===== src/rtl/line_sensor_threshold_calibrator_assert.svh =====
// assertion macros for the line sensor threshold calibrator
`ifndef LINE_SENSOR_THRESHOLD_CALIBRATOR_ASSERT_SVH
`define LINE_SENSOR_THRESHOLD_CALIBRATOR_ASSERT_SVH

// condition holds at every clock edge out of reset
`define LSTC_ASSERT_ALWAYS(label, cond, msg) \
    label: assert property (@(posedge i_clk) disable iff (!i_rst_n) (cond)) \
        else $error(msg);

// consequent holds in the cycle after the antecedent
`define LSTC_ASSERT_NEXT(label, ante, cons, msg) \
    label: assert property (@(posedge i_clk) disable iff (!i_rst_n) (ante) |=> (cons)) \
        else $error(msg);

// consequent holds in the same cycle as the antecedent
`define LSTC_ASSERT_SAME(label, ante, cons, msg) \
    label: assert property (@(posedge i_clk) disable iff (!i_rst_n) (ante) |-> (cons)) \
        else $error(msg);

`endif


===== src/rtl/lstc_pkg.sv =====
// shared constants for the line sensor threshold calibrator
`default_nettype none

package lstc_pkg;

    // fixed field widths
    localparam int SAMPLE_W = 16;
    localparam int THR_W    = 16;
    localparam int CNT_W    = 6;
    localparam int ACC_W    = 22;

    // register reset value
    localparam logic [THR_W-1:0] LIMIT_RESET = 16'd16384;

    // default block sizing
    localparam int SENSORS_DEF = 7;
    localparam int FRAMES_DEF  = 50;

endpackage

`default_nettype wire


===== src/rtl/lstc_const_div.sv =====
// unsigned division by an elaboration-time constant through a rounded-up reciprocal
`default_nettype none

module lstc_const_div #(
    parameter int DIVISOR = 6,
    parameter int IN_W    = 19,
    parameter int OUT_W   = 16
) (
    input  wire logic [IN_W-1:0]  i_dividend,
    output logic      [OUT_W-1:0] o_quotient
);

    // m = ceil(2^(N+l) / d) with l = ceil(log2 d) is exact for every N-bit dividend
    localparam int    Lg    = $clog2(DIVISOR);
    localparam int    Shift = IN_W + Lg;
    localparam int    MulW  = IN_W + 1;
    localparam int    ProdW = IN_W + MulW + OUT_W;
    localparam longint MulFull = ((longint'(1) << Shift) + longint'(DIVISOR) - 1)
                                 / longint'(DIVISOR);
    localparam logic [MulW-1:0] Mul = MulW'(MulFull);

    logic [ProdW-1:0] prod;

    // single multiply, quotient taken from the high bits
    assign prod       = ProdW'(i_dividend) * ProdW'(Mul);
    assign o_quotient = prod[Shift +: OUT_W];

endmodule

`default_nettype wire


===== src/rtl/line_sensor_threshold_calibrator.sv =====
// top level of the line sensor threshold calibrator
`default_nettype none

// Takes one discharge-time sample per cycle, SENSORS samples per frame. The
// largest sample of a frame is black, the mean of the others is white, and the
// frame threshold is the truncated midpoint. Frames with 0 < threshold <
// valid_limit are accumulated; when FRAMES of them are counted the result
// carries done_res and the truncated average, and the accumulator restarts.
// Every completed frame gives exactly one result transaction after its last
// sample is taken. A new sample is taken every cycle while the result side
// keeps up; the four-register result pipeline (frame totals, white divide,
// threshold and accumulate, average divide) backs up under i_stall and
// stalls input only once it is full. The user must write valid_limit through
// i_cfg_we and i_cfg_data only while no frame is in flight; not enforced here.
`include "line_sensor_threshold_calibrator_assert.svh"

module line_sensor_threshold_calibrator #(
    parameter int SENSORS = lstc_pkg::SENSORS_DEF,
    parameter int FRAMES  = lstc_pkg::FRAMES_DEF
) (
    input  wire logic                          i_clk,
    input  wire logic                          i_rst_n,
    // configuration
    input  wire logic                          i_cfg_we,
    input  wire logic [lstc_pkg::THR_W-1:0]    i_cfg_data,
    // sample channel
    input  wire logic                          i_valid,
    output logic                               o_stall,
    input  wire logic [lstc_pkg::SAMPLE_W-1:0] i_sample,
    // result channel
    output logic                               o_valid,
    input  wire logic                          i_stall,
    output logic      [lstc_pkg::THR_W-1:0]    o_frame_threshold,
    output logic                               o_frame_valid,
    output logic      [lstc_pkg::CNT_W-1:0]    o_valid_count,
    output logic                               o_done_res,
    output logic      [lstc_pkg::THR_W-1:0]    o_calibrated
);

    import lstc_pkg::*;

    localparam int PosW = $clog2(SENSORS);
    localparam int SumW = SAMPLE_W + $clog2(SENSORS);
    localparam logic [PosW-1:0]  LastPos  = PosW'(SENSORS - 1);
    localparam logic [CNT_W-1:0] FrameCnt = CNT_W'(FRAMES);

    // configuration register
    logic [THR_W-1:0] r_valid_limit;

    // frame gathering state
    logic [PosW-1:0]     r_pos;
    logic [SAMPLE_W-1:0] r_max;
    logic [SumW-1:0]     r_sum;

    // frame totals stage
    logic                r_f_vld;
    logic [SAMPLE_W-1:0] r_f_max;
    logic [SumW-1:0]     r_f_sum;

    // black and white stage
    logic                r_t_vld;
    logic [SAMPLE_W-1:0] r_t_max;
    logic [THR_W-1:0]    r_t_white;

    // threshold stage and running accumulation
    logic                r_a_vld;
    logic [THR_W-1:0]    r_a_thr;
    logic                r_a_valid;
    logic [CNT_W-1:0]    r_a_cnt;
    logic                r_a_done;
    logic [ACC_W-1:0]    r_a_acc;
    logic [ACC_W-1:0]    r_acc;
    logic [CNT_W-1:0]    r_cnt;

    // output register
    logic                r_o_vld;
    logic [THR_W-1:0]    r_o_thr;
    logic                r_o_valid;
    logic [CNT_W-1:0]    r_o_cnt;
    logic                r_o_done;
    logic [THR_W-1:0]    r_o_cal;

    logic                rdy_o, rdy_a, rdy_t, rdy_f;
    logic                in_acc, frame_end, ge;
    logic [SAMPLE_W-1:0] n_max;
    logic [SumW-1:0]     n_sum;
    logic [THR_W-1:0]    white, thr, avg;
    logic                thr_ok, done;
    logic [CNT_W-1:0]    cnt_inc, n_cnt;
    logic [ACC_W-1:0]    n_acc;

    // stage readiness, back to front
    assign rdy_o   = !r_o_vld || !i_stall;
    assign rdy_a   = !r_a_vld || rdy_o;
    assign rdy_t   = !r_t_vld || rdy_a;
    assign rdy_f   = !r_f_vld || rdy_t;
    assign o_stall = !rdy_f;
    assign in_acc  = i_valid && !o_stall;

    // running max and sum of the others
    assign ge        = i_sample >= r_max;
    assign n_max     = ge ? i_sample : r_max;
    assign n_sum     = r_sum + SumW'(ge ? r_max : i_sample);
    assign frame_end = r_pos == LastPos;

    // white is the mean of the non-maximum samples
    lstc_const_div #(
        .DIVISOR (SENSORS - 1),
        .IN_W    (SumW),
        .OUT_W   (THR_W)
    ) u_white_div (
        .i_dividend (r_f_sum),
        .o_quotient (white)
    );

    // midpoint threshold, validity and accumulation
    assign thr     = r_t_white + ((r_t_max - r_t_white) >> 1);
    assign thr_ok  = (thr != '0) && (thr < r_valid_limit);
    assign cnt_inc = r_cnt + CNT_W'(1);
    assign n_cnt   = thr_ok ? cnt_inc : r_cnt;
    assign done    = thr_ok && (cnt_inc >= FrameCnt);
    assign n_acc   = r_acc + ACC_W'(thr);

    // average of the accumulated thresholds
    lstc_const_div #(
        .DIVISOR (FRAMES),
        .IN_W    (ACC_W),
        .OUT_W   (THR_W)
    ) u_avg_div (
        .i_dividend (r_a_acc),
        .o_quotient (avg)
    );

    // control and state registers
    always_ff @(posedge i_clk) begin
        if (!i_rst_n) begin
            r_valid_limit <= LIMIT_RESET;
            r_pos         <= '0;
            r_max         <= '0;
            r_sum         <= '0;
            r_f_vld       <= 1'b0;
            r_t_vld       <= 1'b0;
            r_a_vld       <= 1'b0;
            r_o_vld       <= 1'b0;
            r_acc         <= '0;
            r_cnt         <= '0;
        end else begin
            if (i_cfg_we) begin
                r_valid_limit <= i_cfg_data;
            end
            if (in_acc) begin
                if (frame_end) begin
                    r_pos <= '0;
                    r_max <= '0;
                    r_sum <= '0;
                end else begin
                    r_pos <= r_pos + PosW'(1);
                    r_max <= n_max;
                    r_sum <= n_sum;
                end
            end
            if (rdy_f) begin
                r_f_vld <= in_acc && frame_end;
            end
            if (rdy_t) begin
                r_t_vld <= r_f_vld;
            end
            if (rdy_a) begin
                r_a_vld <= r_t_vld;
            end
            if (rdy_o) begin
                r_o_vld <= r_a_vld;
            end
            if (rdy_a && r_t_vld) begin
                if (done) begin
                    r_acc <= '0;
                    r_cnt <= '0;
                end else if (thr_ok) begin
                    r_acc <= n_acc;
                    r_cnt <= n_cnt;
                end
            end
        end
    end

    // pipeline payload
    always_ff @(posedge i_clk) begin
        if (in_acc && frame_end) begin
            r_f_max <= n_max;
            r_f_sum <= n_sum;
        end
        if (rdy_t && r_f_vld) begin
            r_t_max   <= r_f_max;
            r_t_white <= white;
        end
        if (rdy_a && r_t_vld) begin
            r_a_thr   <= thr;
            r_a_valid <= thr_ok;
            r_a_cnt   <= n_cnt;
            r_a_done  <= done;
            r_a_acc   <= thr_ok ? n_acc : r_acc;
        end
        if (rdy_o && r_a_vld) begin
            r_o_thr   <= r_a_thr;
            r_o_valid <= r_a_valid;
            r_o_cnt   <= r_a_cnt;
            r_o_done  <= r_a_done;
            r_o_cal   <= r_a_done ? avg : '0;
        end
    end

    // result ports
    assign o_valid           = r_o_vld;
    assign o_frame_threshold = r_o_thr;
    assign o_frame_valid     = r_o_valid;
    assign o_valid_count     = r_o_cnt;
    assign o_done_res        = r_o_done;
    assign o_calibrated      = r_o_cal;

    // checks
    `LSTC_ASSERT_ALWAYS(a_pos_range, r_pos <= LastPos, "frame position out of range")
    `LSTC_ASSERT_NEXT(a_frame_restart, in_acc && frame_end, r_pos == '0 && r_sum == '0,
        "frame gathering did not restart")
    `LSTC_ASSERT_SAME(a_done_count, r_o_vld && r_o_done, r_o_valid && r_o_cnt == FrameCnt,
        "done result without a full valid count")
    `LSTC_ASSERT_SAME(a_cal_zero, r_o_vld && !r_o_done, r_o_cal == '0,
        "average given on a result without done")
    `LSTC_ASSERT_SAME(a_cnt_range, 1'b1, r_cnt < FrameCnt,
        "valid frame count reached its limit without clearing")

endmodule

`default_nettype wire

===== config.mk =====
export PLATFORM = sky130hd
export DESIGN_NAME = line_sensor_threshold_calibrator
export DESIGN_NICKNAME = d
export VERILOG_FILES = /design/src/rtl/lstc_pkg.sv /design/src/rtl/lstc_const_div.sv /design/src/rtl/line_sensor_threshold_calibrator.sv
export VERILOG_INCLUDE_DIRS = /design/src /design/src/rtl
export SDC_FILE = /design/constraint.sdc
export NUM_CORES = 1
export LEC_CHECK = 0
export ABC_AREA = 1
export BUFFER_PORTS_ARGS = -buffer_cell sky130_fd_sc_hd__buf_2
export CORE_ASPECT_RATIO = 1.25
export CORE_UTILIZATION = 59
export DETAILED_ROUTE_END_ITERATION = 10
export HOLD_SLACK_MARGIN = 0.02
export PLACE_DENSITY = 0.85
export SETUP_SLACK_MARGIN = 0.05
export SLEW_MARGIN = 20
export SYNTH_ARGS = -nofsm -noshare
export SYNTH_HDL_FRONTEND = slang
export SYNTH_SLANG_ARGS = --single-unit

===== constraint.sdc =====
create_clock -name i_clk -period 5.95 [get_ports i_clk]
set_clock_uncertainty 0.1 [all_clocks]
set_input_delay 0.595 -clock i_clk [delete_from_list [all_inputs] [get_ports i_clk]]
set_output_delay 0.595 -clock i_clk [all_outputs]
set_load 0.01 [all_outputs]

==> results.sh <==
export IMPL_power_density_nw_per_um2=136.6
export IMPL_layout_min_cycle_time_ns=5.896
export IMPL_regArea_um2=6316
export IMPL_cts_tree="yes"
export IMPL_vias=21957
export IMPL_cts_hold_buf=0
export IMPL_clockBufferDepth=3
export IMPL_synth_area_per_cell_um2=8.722
export IMPL_finalSetupViolations=0
export IMPL_cts_clk_slew_worst_paths_ns=0.07
export IMPL_max_slew_margin_pct=27.04
export IMPL_worst_slack_ns=0.05363
export IMPL_async_reset_ff_share_pct=0
export IMPL_synth_area_um2=27880
export IMPL_antenna_cells=0
export IMPL_fp_dieH_um=245.1
export IMPL_hold_path_class="in -> reg"
export IMPL_htree_levels=1
export IMPL_root_buffer="clkbuf_16"
export IMPL_post_place_ws_ns=-0.07391
export IMPL_synth_cells=3197
export IMPL_clock_latency_ns=0.57
export IMPL_peakVddDrop_uv=303.4
export IMPL_multi_input_area_um2=19230
export IMPL_die_x_um=196.4
export IMPL_crit_type="reg -> reg"
export IMPL_num_io_pins=79
export IMPL_gp_congestion=1.014
export IMPL_synth_ff_type="edfxtp_1"
export IMPL_numCtsBuffers=26
export IMPL_dp_hpwl_mm=57.61
export IMPL_cp_startpoint="r_a_acc[12]"
export IMPL_maxCapViolations=0
export IMPL_antenna_found_initial=1
export IMPL_cts_sinks=239
export IMPL_path_max_fanout=4
export IMPL_track_usage_pct=29.47
export IMPL_ys_types=47
export IMPL_worstHoldStart="i_cfg_we"
export IMPL_critPathArrivalTime_ns=6.12
export IMPL_postRouteAntennaNets=0
export IMPL_cp_required_ns=6.17
export IMPL_grt_start_max_net_pins=49
export IMPL_drtIter0Drc=1215
export IMPL_coreArea_um2=46350
export IMPL_status="complete, no violations"
export IMPL_drtPass1Iterations=5
export IMPL_drt_total_wl_mm=70.09
export IMPL_synth_seq_cells=239
export IMPL_tightest_slew_ns=1.088
export IMPL_grt_pass1_wl_mm=111.7
export IMPL_via_per_inst=5.444
export IMPL_hold_violations=0
export IMPL_dieArea_um2=48140
export IMPL_seq_area_frac_synth_pct=22.65
export IMPL_min_period_over_period_pct=99.10
export IMPL_rows=88
export IMPL_first_global_vias=22889
export IMPL_syn_num_nets=3978
export IMPL_startpoint_type="register"
export IMPL_nets=4164
export IMPL_regToRegSetupSlack_ns=0.05
export IMPL_overflow=0
export IMPL_synth_edf_count=153
export IMPL_hold_ws_ns=0.1816
export IMPL_timing_setup_tns_ns=0
export IMPL_drc=0
export IMPL_area_delta_synth_final_pct=12.72
export IMPL_drive_gt1_share_pct=13.11
export IMPL_leakage_uw=0.01587
export IMPL_start_util_pct=60.15
export IMPL_slew_violations=0
export IMPL_wl_per_cell_um=17.38
export IMPL_rsz0062_at_grt="yes"
export IMPL_r2r_start="r_a_acc[12]"
export IMPL_nFillCells=3517
export IMPL_final_core_util_pct=67.80
export IMPL_cp_end_kind="register"
export IMPL_io_buffers=78
export IMPL_synth_warnings=0
export IMPL_fmax_mhz=169.6
==> critical path, cell delays in order, from the launching register on <==
cell	delay (ns)
edfxtp_1	0.42
buf_4	0.17
ha_1	0.29
inv_2	0.06
fa_2	0.57
fa_1	0.45
fa_1	0.55
inv_1	0.05
fa_1	0.45
fa_1	0.50
inv_1	0.06
fa_1	0.50
inv_1	0.07
ha_4	0.27
nand2_2	0.11
nor2_2	0.04
inv_2	0.09
nor2_2	0.05
a21boi_2	0.14
o21ai_0	0.15
o211ai_1	0.18
buf_4	0.18
o21ai_0	0.14
a21oi_1	0.05
==> cells in the final DEF (no fill, tap or decap), types with 7 or more instances in the layout <==
master and count:
a31oi_2 7, fa_1 270, clkbuf_16 27, nand4_1 30
o21ai_0 115, nor2_1 147, inv_2 19, xor2_1 52
nand2_2 51, buf_4 114, nor2_2 15, nand3_1 74
bufinv_16 8, a21oi_2 31, o21ai_1 12, nor3_1 14
o21a_1 7, buf_2 78, a21o_1 14, fa_2 13
xnor2_1 24, inv_1 717, nand3b_1 13, edfxtp_1 153
a21oi_1 228, a31oi_1 11, nand2_1 503, o21bai_1 12
nand3_2 16, ha_4 25, ha_1 434, dfxtp_1 86
nor2_4 7
==> registers in the layout, summed over array words and instances (netlist names), 3 cells and up <==
| name | cells |
|---|---|
| r_a_thr | 16 |
| r_max | 16 |
| o_calibrated | 16 |
| r_acc | 22 |
| r_t_white | 16 |
| r_cnt | 6 |
| o_valid_count | 6 |
| r_f_sum | 19 |
| r_valid_limit | 16 |
| r_f_max | 16 |
| r_a_acc | 22 |
| r_a_cnt | 6 |
| r_sum | 19 |
| r_t_max | 16 |
| r_pos | 3 |
| o_frame_threshold | 16 |
==> where the power goes <==
part / switching (µW) / internal, µW
sequential: 20.2 / 1810
combinational: 347 / 187
clock: 715 / 1220
total: 1080 / 3210
==> layout make-up <==
type                       instances  share of cell area (%)
clock inverter                    14                  0.8957
tap                              630                   2.508
multi-input combinational       2180                   61.17
inverter                         739                   8.854
clock buffer                      34                   2.329
sequential                       239                   20.10
timing repair buffer             197                   4.144
==> layer usage <==
metal  track usage (%)  wire length, µm  vias to the layer above
li1                  -                -                    10616
met1             32.63            26360                    10488
met2             54.42            36300                      615
met3             2.954             2871                      238
met4             17.39             4558                        0
met5                 0                0                        -
==> cells in the mapped netlist (12+ instances only) <==
cell,instances,area (µm²)
clkbuf_1,22,82.58
nand4_1,30,187.7
nor2_1,167,626.9
nand3b_1,13,97.59
o21ai_0,127,635.6
ha_1,461,5768
inv_1,732,2748
nand2_2,42,262.8
nor3_1,17,85.08
nand3_1,78,390.4
o21bai_1,12,90.09
a31oi_1,19,118.9
a21o_1,14,105.1
dfxtp_1,86,1722
xnor2_1,24,210.2
xor2_1,52,455.4
nand2_1,512,1922
a21oi_1,241,1206
a21oi_2,19,166.4
fa_1,283,5665
edfxtp_1,153,4594
nand3_2,12,120.1
==> stage by stage <==
| stage | instance area [µm²] | cells | total power [µW] |
|---|---|---|---|
| global route | 31430 | 4033 | 4436 |
| floorplan | 27880 | 3197 | 2238 |
| global placement | 29400 | 3939 | 2363 |
| detailed placement | 29400 | 3939 | 2378 |
| CTS | 30570 | 4003 | 4303 |
| finish | 31430 | 4033 | 4293 |
==> worst paths after layout <==
kind,depth (start not counted),end
max reg2reg,23,o_calibrated[15]
max,23,o_calibrated[15]
min,2,r_valid_limit[14]
min reg2reg,0,o_frame_threshold[2]
==> cell families after synthesis <==
kind of cell | after synthesis | share of synthesized area [%]
simple gates | 888 | 13.75
compound gates | 472 | 9.423
buf+inv | 778 | 10.78
xor+xnor | 76 | 2.387
flops | 239 | 22.65
fa+ha+maj | 744 | 41.01
==> repair_timing <==
item,4_1_cts,5_1_grt
setup buffers,16,30
endpoints found under the setup margin,7,82
resized for setup,7,146
pin swaps,1,36
Power figures use the tool's default switching activity.
